===== src/hdl/rdrg_pkg.sv =====
`default_nettype none
package rdrg_pkg;

  localparam int unsigned CW = 46;
  localparam int unsigned ZW = 33;
  localparam int unsigned CORDIC_STEPS = 30;

  localparam logic signed [ZW-1:0] HALF_PI_Z = 33'sd843314857;
  localparam logic signed [CW-1:0] NORM_HI = 46'sd1099511627775;
  localparam logic signed [CW-1:0] NORM_LO = -46'sd1099511627775;

  localparam logic [1:0] CFG_ANGLE_TOL = 2'd0;
  localparam logic [1:0] CFG_POS_TOL   = 2'd1;
  localparam logic [1:0] CFG_SPEED     = 2'd2;
  localparam logic [1:0] CFG_GAIN      = 2'd3;

  typedef enum logic [1:0] {
    PH_IDLE  = 2'd0,
    PH_TURN  = 2'd1,
    PH_DRIVE = 2'd2,
    PH_FINAL = 2'd3
  } phase_e;

  typedef enum logic [1:0] {
    A_IDLE,
    A_NORM,
    A_ITER,
    A_DONE
  } atan_state_e;

  typedef enum logic [3:0] {
    S_IDLE,
    S_ATAN,
    S_EVAL,
    S_SQX,
    S_SQY,
    S_SQT,
    S_CMP,
    S_MUL,
    S_DIV,
    S_SAT,
    S_DONE
  } state_e;

  function automatic logic signed [ZW-1:0] atan_step(input logic [4:0] i);
    logic signed [ZW-1:0] a;
    case (i)
      5'd0:    a = 33'sd421657428;
      5'd1:    a = 33'sd248918915;
      5'd2:    a = 33'sd131521918;
      5'd3:    a = 33'sd66762581;
      5'd4:    a = 33'sd33510843;
      5'd5:    a = 33'sd16771758;
      5'd6:    a = 33'sd8387925;
      5'd7:    a = 33'sd4194219;
      5'd8:    a = 33'sd2097141;
      5'd9:    a = 33'sd1048575;
      5'd10:   a = 33'sd524288;
      5'd11:   a = 33'sd262144;
      default: a = 33'sd1 <<< (5'd29 - i);
    endcase
    return a;
  endfunction

endpackage
`default_nettype wire


===== src/hdl/rdrg_atan2.sv =====
`default_nettype none
module rdrg_atan2 (
  input  wire logic               clk_i,
  input  wire logic               rst_ni,
  input  wire logic               start_i,
  input  wire logic signed [32:0] dx_i,
  input  wire logic signed [32:0] dy_i,
  output logic                    done_o,
  output logic signed [15:0]      angle_o
);
  import rdrg_pkg::*;

  atan_state_e st_q, st_d;
  logic signed [CW-1:0] x_q, x_d, y_q, y_d, xs, ys;
  logic signed [ZW-1:0] z_q, z_d, zr;
  logic [4:0] i_q, i_d;
  logic small_x, small_y;

  assign small_x = (x_q >= NORM_LO) && (x_q <= NORM_HI);
  assign small_y = (y_q >= NORM_LO) && (y_q <= NORM_HI);
  assign xs = x_q >>> i_q;
  assign ys = y_q >>> i_q;
  assign zr = z_q + 33'sd32768;
  assign angle_o = zr[31:16];
  assign done_o = (st_q == A_DONE);

  always_comb begin
    st_d = st_q;
    case (st_q)
      A_IDLE: begin
        if (start_i) begin
          st_d = (dx_i == 33'sd0 && dy_i == 33'sd0) ? A_DONE : A_NORM;
        end
      end
      A_NORM: begin
        if (!(small_x && small_y)) begin
          st_d = A_ITER;
        end
      end
      A_ITER: begin
        if (i_q == 5'(CORDIC_STEPS - 1)) begin
          st_d = A_DONE;
        end
      end
      A_DONE:  st_d = A_IDLE;
      default: st_d = A_IDLE;
    endcase
  end

  always_comb begin
    x_d = x_q;
    y_d = y_q;
    z_d = z_q;
    i_d = i_q;
    case (st_q)
      A_IDLE: begin
        x_d = CW'(dx_i);
        y_d = CW'(dy_i);
        z_d = '0;
        i_d = '0;
      end
      A_NORM: begin
        if (small_x && small_y) begin
          x_d = x_q <<< 1;
          y_d = y_q <<< 1;
        end else if (x_q < 0) begin
          if (y_q >= 0) begin
            x_d = y_q;
            y_d = -x_q;
            z_d = HALF_PI_Z;
          end else begin
            x_d = -y_q;
            y_d = x_q;
            z_d = -HALF_PI_Z;
          end
        end
      end
      A_ITER: begin
        if (y_q > 0) begin
          x_d = x_q + ys;
          y_d = y_q - xs;
          z_d = z_q + atan_step(i_q);
        end else begin
          x_d = x_q - ys;
          y_d = y_q + xs;
          z_d = z_q - atan_step(i_q);
        end
        i_d = i_q + 5'd1;
      end
      default: ;
    endcase
  end

  always_ff @(posedge clk_i or negedge rst_ni) begin
    if (!rst_ni) begin
      st_q <= A_IDLE;
    end else begin
      st_q <= st_d;
    end
  end

  always_ff @(posedge clk_i) begin
    x_q <= x_d;
    y_q <= y_d;
    z_q <= z_d;
    i_q <= i_d;
  end

endmodule
`default_nettype wire


===== src/hdl/rotate_drive_rotate_goal_controller_top.sv =====
// Three-phase go-to-goal steering controller.
// Input channel (in_valid_i / in_stall_o): cmd_i = 0 brings a goal pose,
// cmd_i = 1 an odometry pose. One word is taken when valid is high and
// stall is low; the block stalls while it works on a word.
// Output channel (out_valid_o / out_stall_i): one command word per input
// word, held in an output register until the receiver takes it. The next
// input word is taken while that result waits; its own result then waits
// in the sequencer until the output register frees.
// Config channel (cfg_valid_i / cfg_ready_o): ready is always high; write
// only while the block is idle.
// The datapath uses a shared 24x24 multiplier, a bit-serial restoring
// divider and a word-serial CORDIC. A goal word first passes the
// normalizer and CORDIC, which are skipped when the goal sits on the
// robot position.
// Reset clears the phase to idle, poses to zero and the tolerances, speed
// and gain to their defaults; no result is pending after reset.
`default_nettype none
module rotate_drive_rotate_goal_controller_top (
  input  wire logic               clk_i,
  input  wire logic               rst_ni,
  input  wire logic               in_valid_i,
  output logic                    in_stall_o,
  input  wire logic               cmd_i,
  input  wire logic signed [31:0] pos_x_i,
  input  wire logic signed [31:0] pos_y_i,
  input  wire logic signed [15:0] yaw_i,
  output logic                    out_valid_o,
  input  wire logic               out_stall_i,
  output logic [17:0]             linear_cmd_o,
  output logic signed [15:0]      angular_cmd_o,
  output logic [1:0]              phase_now_o,
  output logic                    goal_done_o,
  input  wire logic               cfg_valid_i,
  output logic                    cfg_ready_o,
  input  wire logic [1:0]         cfg_index_i,
  input  wire logic [23:0]        cfg_data_i
);
  import rdrg_pkg::*;

  state_e st_q, st_d;
  phase_e phase_q, phase_d;

  logic [14:0] ang_tol_q, gain_q;
  logic [23:0] pos_tol_q;
  logic [17:0] speed_q;

  logic signed [31:0] goal_x_q, goal_x_d, goal_y_q, goal_y_d;
  logic signed [31:0] rob_x_q, rob_x_d, rob_y_q, rob_y_d;
  logic signed [15:0] goal_yaw_q, goal_yaw_d, rob_yaw_q, rob_yaw_d;
  logic signed [15:0] head_q, head_d;
  logic signed [16:0] init_q, init_d, err_q, err_d, err1, err3;

  logic [23:0] ax_q, ax_d, ay_q, ay_d;
  logic [48:0] acc_q, acc_d;
  logic [47:0] tsq_q, tsq_d, prod;
  logic [23:0] mul_a, mul_b;
  logic [31:0] dvd_q, dvd_d;
  logic [16:0] den_q, den_d, rem_q, rem_d, mag_err, mag_init;
  logic [17:0] trial;
  logic [4:0]  cnt_q, cnt_d;
  logic [32:0] dx_far, dy_far, adx, ady;

  logic [17:0] res_lin_q, res_lin_d;
  logic signed [15:0] res_ang_q, res_ang_d;
  logic res_done_q, res_done_d;

  logic out_valid_q, out_valid_d, out_load;
  logic [17:0] out_lin_q;
  logic signed [15:0] out_ang_q;
  logic [1:0] out_phase_q;
  logic out_done_q;

  logic in_acc, atan_start, atan_done;
  logic signed [32:0] atan_dx, atan_dy;
  logic signed [15:0] atan_angle;

  function automatic logic [16:0] mag17(input logic signed [16:0] v);
    return v[16] ? 17'(-v) : 17'(v);
  endfunction

  assign in_stall_o  = (st_q != S_IDLE);
  assign in_acc      = in_valid_i && !in_stall_o;
  assign cfg_ready_o = 1'b1;
  assign atan_start  = in_acc && !cmd_i;
  assign atan_dx     = 33'(pos_x_i) - 33'(rob_x_q);
  assign atan_dy     = 33'(pos_y_i) - 33'(rob_y_q);

  rdrg_atan2 u_atan2 (
    .clk_i   (clk_i),
    .rst_ni  (rst_ni),
    .start_i (atan_start),
    .dx_i    (atan_dx),
    .dy_i    (atan_dy),
    .done_o  (atan_done),
    .angle_o (atan_angle)
  );

  assign err1     = 17'(head_q) - 17'(rob_yaw_q);
  assign err3     = 17'(goal_yaw_q) - 17'(rob_yaw_q);
  assign mag_err  = mag17(err_q);
  assign mag_init = mag17(init_q);
  assign dx_far   = 33'(goal_x_q) - 33'(rob_x_q);
  assign dy_far   = 33'(goal_y_q) - 33'(rob_y_q);
  assign adx      = dx_far[32] ? -dx_far : dx_far;
  assign ady      = dy_far[32] ? -dy_far : dy_far;
  assign trial    = {rem_q, dvd_q[31]};

  always_comb begin
    case (st_q)
      S_SQX:   begin mul_a = ax_q;  mul_b = ax_q; end
      S_SQY:   begin mul_a = ay_q;  mul_b = ay_q; end
      S_SQT:   begin mul_a = pos_tol_q; mul_b = pos_tol_q; end
      default: begin mul_a = 24'(gain_q); mul_b = 24'(mag_err); end
    endcase
  end
  assign prod = mul_a * mul_b;

  assign out_load = (st_q == S_DONE) && (!out_valid_q || !out_stall_i);

  always_comb begin
    st_d = st_q;
    case (st_q)
      S_IDLE: begin
        if (in_acc) begin
          st_d = cmd_i ? S_EVAL : S_ATAN;
        end
      end
      S_ATAN: begin
        if (atan_done) begin
          st_d = S_EVAL;
        end
      end
      S_EVAL: begin
        case (phase_q)
          PH_TURN:  st_d = (mag17(err1) > 17'(ang_tol_q)) ? S_MUL : S_DONE;
          PH_FINAL: st_d = (mag17(err3) > 17'(ang_tol_q)) ? S_MUL : S_DONE;
          PH_DRIVE: st_d = (adx[32:24] != '0 || ady[32:24] != '0) ? S_DONE : S_SQX;
          default:  st_d = S_DONE;
        endcase
      end
      S_SQX: st_d = S_SQY;
      S_SQY: st_d = S_SQT;
      S_SQT: st_d = S_CMP;
      S_CMP: st_d = S_DONE;
      S_MUL: st_d = S_DIV;
      S_DIV: begin
        if (cnt_q == 5'd31) begin
          st_d = S_SAT;
        end
      end
      S_SAT: st_d = S_DONE;
      S_DONE: begin
        if (out_load) begin
          st_d = S_IDLE;
        end
      end
      default: st_d = S_IDLE;
    endcase
  end

  always_comb begin
    phase_d    = phase_q;
    goal_x_d   = goal_x_q;
    goal_y_d   = goal_y_q;
    goal_yaw_d = goal_yaw_q;
    rob_x_d    = rob_x_q;
    rob_y_d    = rob_y_q;
    rob_yaw_d  = rob_yaw_q;
    head_d     = head_q;
    init_d     = init_q;
    err_d      = err_q;
    ax_d       = ax_q;
    ay_d       = ay_q;
    acc_d      = acc_q;
    tsq_d      = tsq_q;
    dvd_d      = dvd_q;
    den_d      = den_q;
    rem_d      = rem_q;
    cnt_d      = cnt_q;
    res_lin_d  = res_lin_q;
    res_ang_d  = res_ang_q;
    res_done_d = res_done_q;
    case (st_q)
      S_IDLE: begin
        if (in_acc) begin
          if (cmd_i) begin
            rob_x_d   = pos_x_i;
            rob_y_d   = pos_y_i;
            rob_yaw_d = yaw_i;
          end else begin
            goal_x_d   = pos_x_i;
            goal_y_d   = pos_y_i;
            goal_yaw_d = yaw_i;
          end
        end
      end
      S_ATAN: begin
        if (atan_done) begin
          head_d  = atan_angle;
          init_d  = 17'(atan_angle) - 17'(rob_yaw_q);
          phase_d = PH_TURN;
        end
      end
      S_EVAL: begin
        res_lin_d  = '0;
        res_ang_d  = '0;
        res_done_d = 1'b0;
        ax_d       = adx[23:0];
        ay_d       = ady[23:0];
        case (phase_q)
          PH_TURN: begin
            err_d = err1;
            if (!(mag17(err1) > 17'(ang_tol_q))) begin
              phase_d = PH_DRIVE;
            end
          end
          PH_FINAL: begin
            err_d = err3;
            if (!(mag17(err3) > 17'(ang_tol_q))) begin
              phase_d    = PH_IDLE;
              res_done_d = 1'b1;
            end
          end
          PH_DRIVE: begin
            if (adx[32:24] != '0 || ady[32:24] != '0) begin
              res_lin_d = speed_q;
            end
          end
          default: ;
        endcase
      end
      S_SQX: acc_d = {1'b0, prod};
      S_SQY: acc_d = acc_q + {1'b0, prod};
      S_SQT: tsq_d = prod;
      S_CMP: begin
        if (acc_q > {1'b0, tsq_q}) begin
          res_lin_d = speed_q;
        end else begin
          init_d  = err3;
          phase_d = PH_FINAL;
        end
      end
      S_MUL: begin
        dvd_d = prod[31:0];
        den_d = (mag_init == '0) ? 17'd1 : mag_init;
        rem_d = '0;
        cnt_d = '0;
      end
      S_DIV: begin
        if (trial >= {1'b0, den_q}) begin
          rem_d = 17'(trial - {1'b0, den_q});
          dvd_d = {dvd_q[30:0], 1'b1};
        end else begin
          rem_d = trial[16:0];
          dvd_d = {dvd_q[30:0], 1'b0};
        end
        cnt_d = cnt_q + 5'd1;
      end
      S_SAT: begin
        if (err_q[16]) begin
          res_ang_d = (dvd_q > 32'd32768) ? 16'sh8000 : 16'(32'd0 - dvd_q);
        end else begin
          res_ang_d = (dvd_q > 32'd32767) ? 16'sd32767 : 16'(dvd_q);
        end
      end
      default: ;
    endcase
  end

  always_comb begin
    out_valid_d = out_valid_q && out_stall_i;
    if (out_load) begin
      out_valid_d = 1'b1;
    end
  end

  always_ff @(posedge clk_i or negedge rst_ni) begin
    if (!rst_ni) begin
      st_q        <= S_IDLE;
      phase_q     <= PH_IDLE;
      out_valid_q <= 1'b0;
      ang_tol_q   <= 15'd819;
      pos_tol_q   <= 24'd6554;
      speed_q     <= 18'd13107;
      gain_q      <= 15'd16384;
      goal_x_q    <= '0;
      goal_y_q    <= '0;
      goal_yaw_q  <= '0;
      rob_x_q     <= '0;
      rob_y_q     <= '0;
      rob_yaw_q   <= '0;
      head_q      <= '0;
      init_q      <= '0;
    end else begin
      st_q        <= st_d;
      phase_q     <= phase_d;
      out_valid_q <= out_valid_d;
      goal_x_q    <= goal_x_d;
      goal_y_q    <= goal_y_d;
      goal_yaw_q  <= goal_yaw_d;
      rob_x_q     <= rob_x_d;
      rob_y_q     <= rob_y_d;
      rob_yaw_q   <= rob_yaw_d;
      head_q      <= head_d;
      init_q      <= init_d;
      if (cfg_valid_i && cfg_ready_o) begin
        case (cfg_index_i)
          CFG_ANGLE_TOL: ang_tol_q <= cfg_data_i[14:0];
          CFG_POS_TOL:   pos_tol_q <= cfg_data_i;
          CFG_SPEED:     speed_q   <= cfg_data_i[17:0];
          CFG_GAIN:      gain_q    <= cfg_data_i[14:0];
          default: ;
        endcase
      end
    end
  end

  always_ff @(posedge clk_i) begin
    err_q      <= err_d;
    ax_q       <= ax_d;
    ay_q       <= ay_d;
    acc_q      <= acc_d;
    tsq_q      <= tsq_d;
    dvd_q      <= dvd_d;
    den_q      <= den_d;
    rem_q      <= rem_d;
    cnt_q      <= cnt_d;
    res_lin_q  <= res_lin_d;
    res_ang_q  <= res_ang_d;
    res_done_q <= res_done_d;
    if (out_load) begin
      out_lin_q   <= res_lin_q;
      out_ang_q   <= res_ang_q;
      out_phase_q <= phase_q;
      out_done_q  <= res_done_q;
    end
  end

  assign out_valid_o   = out_valid_q;
  assign linear_cmd_o  = out_lin_q;
  assign angular_cmd_o = out_ang_q;
  assign phase_now_o   = out_phase_q;
  assign goal_done_o   = out_done_q;

  a_busy_after_accept: assert property (@(posedge clk_i) disable iff (!rst_ni)
    in_acc |=> in_stall_o)
    else $error("input taken but block not busy");

  a_done_goes_idle: assert property (@(posedge clk_i) disable iff (!rst_ni)
    (out_valid_o && goal_done_o) |-> (phase_now_o == PH_IDLE))
    else $error("goal done outside idle phase");

  a_drive_no_turn: assert property (@(posedge clk_i) disable iff (!rst_ni)
    (out_valid_o && linear_cmd_o != '0) |->
      (angular_cmd_o == '0 && phase_now_o == PH_DRIVE))
    else $error("forward command outside drive phase");

endmodule
`default_nettype wire

===== config.mk =====
export PLATFORM = sky130hd
export DESIGN_NAME = rotate_drive_rotate_goal_controller_top
export DESIGN_NICKNAME = d
export VERILOG_FILES = /design/src/hdl/rdrg_pkg.sv /design/src/hdl/rdrg_atan2.sv /design/src/hdl/rotate_drive_rotate_goal_controller_top.sv
export SDC_FILE = /design/constraint.sdc
export NUM_CORES = 2
export LEC_CHECK = 0
export ABC_AREA = 1
export BUFFER_PORTS_ARGS = -buffer_cell sky130_fd_sc_hd__buf_2
export CAP_MARGIN = 15
export CORE_MARGIN = 5
export CORE_UTILIZATION = 40
export DETAILED_ROUTE_END_ITERATION = 16
export GPL_TIMING_DRIVEN = 1
export PLACE_DENSITY = 0.54
export SLEW_MARGIN = 0
export SYNTH_ARGS = -nofsm -noshare
export SYNTH_HDL_FRONTEND = slang
export SYNTH_SLANG_ARGS = --single-unit

===== constraint.sdc =====
create_clock -name clk_i -period 33.1 [get_ports clk_i]
set_input_delay 3.31 -clock clk_i [delete_from_list [all_inputs] [get_ports clk_i]]
set_output_delay 3.31 -clock clk_i [all_outputs]
set_load 0.05 [all_outputs]

==> results.json <==
{
  "area_delta_synth_final_pct": 8.26,
  "setup_tns_ns": 0,
  "postSynthAreaPerCell_um2": 6.96,
  "synth_warnings": 0,
  "cpPeakStageDelay_ns": 0.80,
  "postRouteAntennaNets": 0,
  "ys_async_sr_fraction_pct": 38.7,
  "rows": 169,
  "p_per_area_nw_per_um2": 34.2,
  "synthesis.nets": 13500,
  "postCtsSetupRepairBufs": 0,
  "final_nets": 13600,
  "die_x_um": 473,
  "clockBufferDepth": 3,
  "preCtsSetupSlack_ns": 19.72,
  "power_uw": 3170,
  "wl_per_cell_um": 21.8,
  "synth_flop_cell": "edfxtp_1",
  "place_inst": 15000,
  "vias_per_cell": 5.40,
  "synth_common_cells": "3126 x nand2_1, 2159 x inv_1, 1140 x nor2_1",
  "dpl.hpwl_mm": 272,
  "fp.dieArea_um2": 223000,
  "drtIter0Drc": 7009,
  "grt-ovfl-total": 0,
  "hold_viol_final": 0,
  "path_buf_inv": 15,
  "cts_sinks": 708,
  "critPathLaunch": "st_q[3]",
  "grt_usage_pct": 28.9,
  "max-cap-violations": 0,
  "tightest_slew_ns": 1.16,
  "grt_pass1_wl_mm": 494,
  "crit_path_start_kind": "flip-flop",
  "dieHeight_um": 473,
  "cts_hold_buf": 0,
  "core_area_um2": 213000,
  "synth-seq-area-share_pct": 23.3,
  "setup_viol": 0,
  "first_global_vias": 80200,
  "antenna_found_initial": 19,
  "place.gp.congestion": 1.00,
  "nFillCells": 22500,
  "yosys.area.top_type": "edfxtp_1",
  "power.internal_uw": 1910,
  "p_switching_uw": 1250,
  "synth_edf_count": 434,
  "clockRootBuffer": "clkbuf_16",
  "syn_inst": 12300,
  "cp_slowest_cell": "nor2_2",
  "path_clk_slew_ns": 0.06,
  "slew_violations": 0,
  "synth_compound_area_share_pct": 14.6,
  "yosysMostFrequentCell": "nand2_1",
  "synth_area_leaders": "edfxtp_1 15%, nand2_1 14%, fa_1 11%",
  "hp-class": "reg -> reg",
  "status": "complete, no violations",
  "leakagePower_uw": 0.0463,
  "path_common_cell": "inv_1",
  "path_depth": 46,
  "cp_top_family": "adder cells",
  "switching_share_pct": 39.6,
  "period_share_pct": 41.0,
  "synth_top_cell_area_share_pct": 15.2,
  "insertion_delay_ns": 0.78,
  "crit_fanout": 50,
  "grt_max_degree": 102,
  "slew_headroom_pct": 22.3,
  "synthXorXnorAreaFrac_pct": 4.82,
  "ioPinCount": 152,
  "layout_min_cycle_time_ns": 13.58,
  "worst_setup_path_end_kind": "flip-flop",
  "hp-start": "res_lin_q[6]",
  "cts_tree": "done",
  "route.detailed.drc": 0,
  "synth_cell_types": 80,
  "arrival_ns": 14.06,
  "rsz0062_at_grt": "false",
  "critical_path_class": "reg -> reg",
  "syn_area_um2": 85600,
  "hold_depth": 0,
  "combinationalPowerShare_pct": 32.8,
  "worstReg2RegStart": "st_q[3]",
  "setup_slack_ns": 19.52,
  "wirelength_mm": 332,
  "cts_buffers": 95,
  "htreeDepth": 3,
  "start_util_pct": 40.3,
  "routed-via-count": 82200,
  "fin_cells": 15200,
  "required_ns": 33.58,
  "drive_gt1_share_pct": 4.83,
  "clock_skew_ns": 0.0708,
  "max_freq_mhz": 73.6,
  "yosys.area_share.adder_pct": 20.7,
  "synth_top_family_by_area": "simple AND/OR/NAND/NOR gates",
  "p_seq_share_pct": 32.6,
  "io_buffer_count": 150,
  "clkPwrFrac_pct": 34.6,
  "drt_first_pass_iters": 6,
  "synthMuxAreaShare_pct": 0.776,
  "vdd_ir_drop_max_v": 0.0000389,
  "synth-simple-area-share_pct": 24.5,
  "r2r_cells": 46,
  "yosys_register_bits": 708,
  "cts-resized-gates": 0
}
logic make-up after synthesis:
logic type	after synthesis
XOR/XNOR	471
multiplexers	66
other	1
flip-flops	708
buffers and inverters	2526
adder cells (fa/ha/maj)	1127
AND/OR/NAND/NOR	5144
AO/OA/AOI/OAI	2260
final timing paths:
kind / to / slack (ns)
max: acc_q[46] / 19.52
min: linear_cmd_o[6] / 0.42
max reg2reg: acc_q[46] / 19.52
min reg2reg: linear_cmd_o[6] / 0.42
max in group asynchronous: init_q[0] / 28.18
min in group asynchronous: goal_x_q[27] / 2.59
flip-flops by register name, summed over array words and instances (netlist names), 17 cells and up:
| register | count |
|---|---|
| acc_q | 49 |
| tsq_q | 48 |
| u_atan2.x_q | 46 |
| u_atan2.y_q | 46 |
| dvd_q | 32 |
| goal_x_q | 32 |
| goal_y_q | 32 |
| rob_x_q | 32 |
| rob_y_q | 32 |
| u_atan2.z_q | 32 |
| ax_q | 24 |
| ay_q | 24 |
| pos_tol_q | 24 |
| linear_cmd_o | 18 |
| res_lin_q | 18 |
| speed_q | 18 |
| den_q | 17 |
| err_q | 17 |
| init_q | 17 |
| rem_q | 17 |
per-layer routing:
metal / GRT usage [%] / up-vias / share of wire [%]
met5: 0 / - / 0.030
met4: 15.0 / 16 / 6.2
met3: 3.73 / 609 / 6.1
met2: 47.2 / 2773 / 46
met1: 37.4 / 39200 / 42
li1: - / 39600 / -
power groups by stage:
stage          combinational (µW)  sequential [µW]  clock (µW)
2_1_floorplan                 696             1020           0
3_3_place_gp                 1020             1050           0
3_5_place_dp                 1020             1050           0
6_report                     1040             1030        1100
5_1_grt                      1150             1030        1160
4_1_cts                      1030             1030        1120
layout make-up:
cell class	count	area (µm²)	share of cell area, %
diodes	8	20.0	0.0216
clock buffers	126	2700	2.92
clock inverters	54	598	0.645
inverters	2188	8220	8.87
multi-input cells	9069	56100	60.5
flip-flops and latches	708	19900	21.5
well taps	2821	3530	3.81
repair buffers	253	1570	1.70
stage by stage:
stage	util, %	instance area (µm²)	hold slack (ns)
3_5_place_dp	42.0	89300	0.405
4_1_cts	43.6	92600	0.419
2_1_floorplan	-	85600	0.400
3_3_place_gp	42.0	89300	0.404
5_1_grt	43.6	92600	0.427
6_report	43.6	92700	0.418
layout by cell type (no fill, tap or decap), types with 23 or more instances in the layout:
cell type / n
fa_1: 484
edfxtp_1: 434
clkinv_2: 23
nand2_1: 3124
a21o_1: 24
o21ai_1: 56
nor2_1: 1131
dfrtp_1: 252
nand4_1: 116
o21a_1: 44
o21ai_0: 996
or2_2: 65
inv_1: 2156
nor4_1: 47
mux2i_1: 63
clkbuf_16: 102
o221ai_1: 36
nor3_1: 137
buf_2: 149
nand3_1: 402
o211ai_1: 59
xor2_1: 338
ha_1: 642
xnor2_1: 133
a21oi_1: 753
a31oi_1: 114
buf_4: 100
nand3b_1: 24
worst register-to-register path: cells and delay by family (launching register included):
kind            cells  cell delay, ns
simple gates       12            3.03
fa+ha+maj           9            4.33
compound gates      9            2.08
flops               1            0.43
xor+xnor            1            0.46
buf+inv            15            3.00
Note: power is estimated with default switching activity, not from simulation.
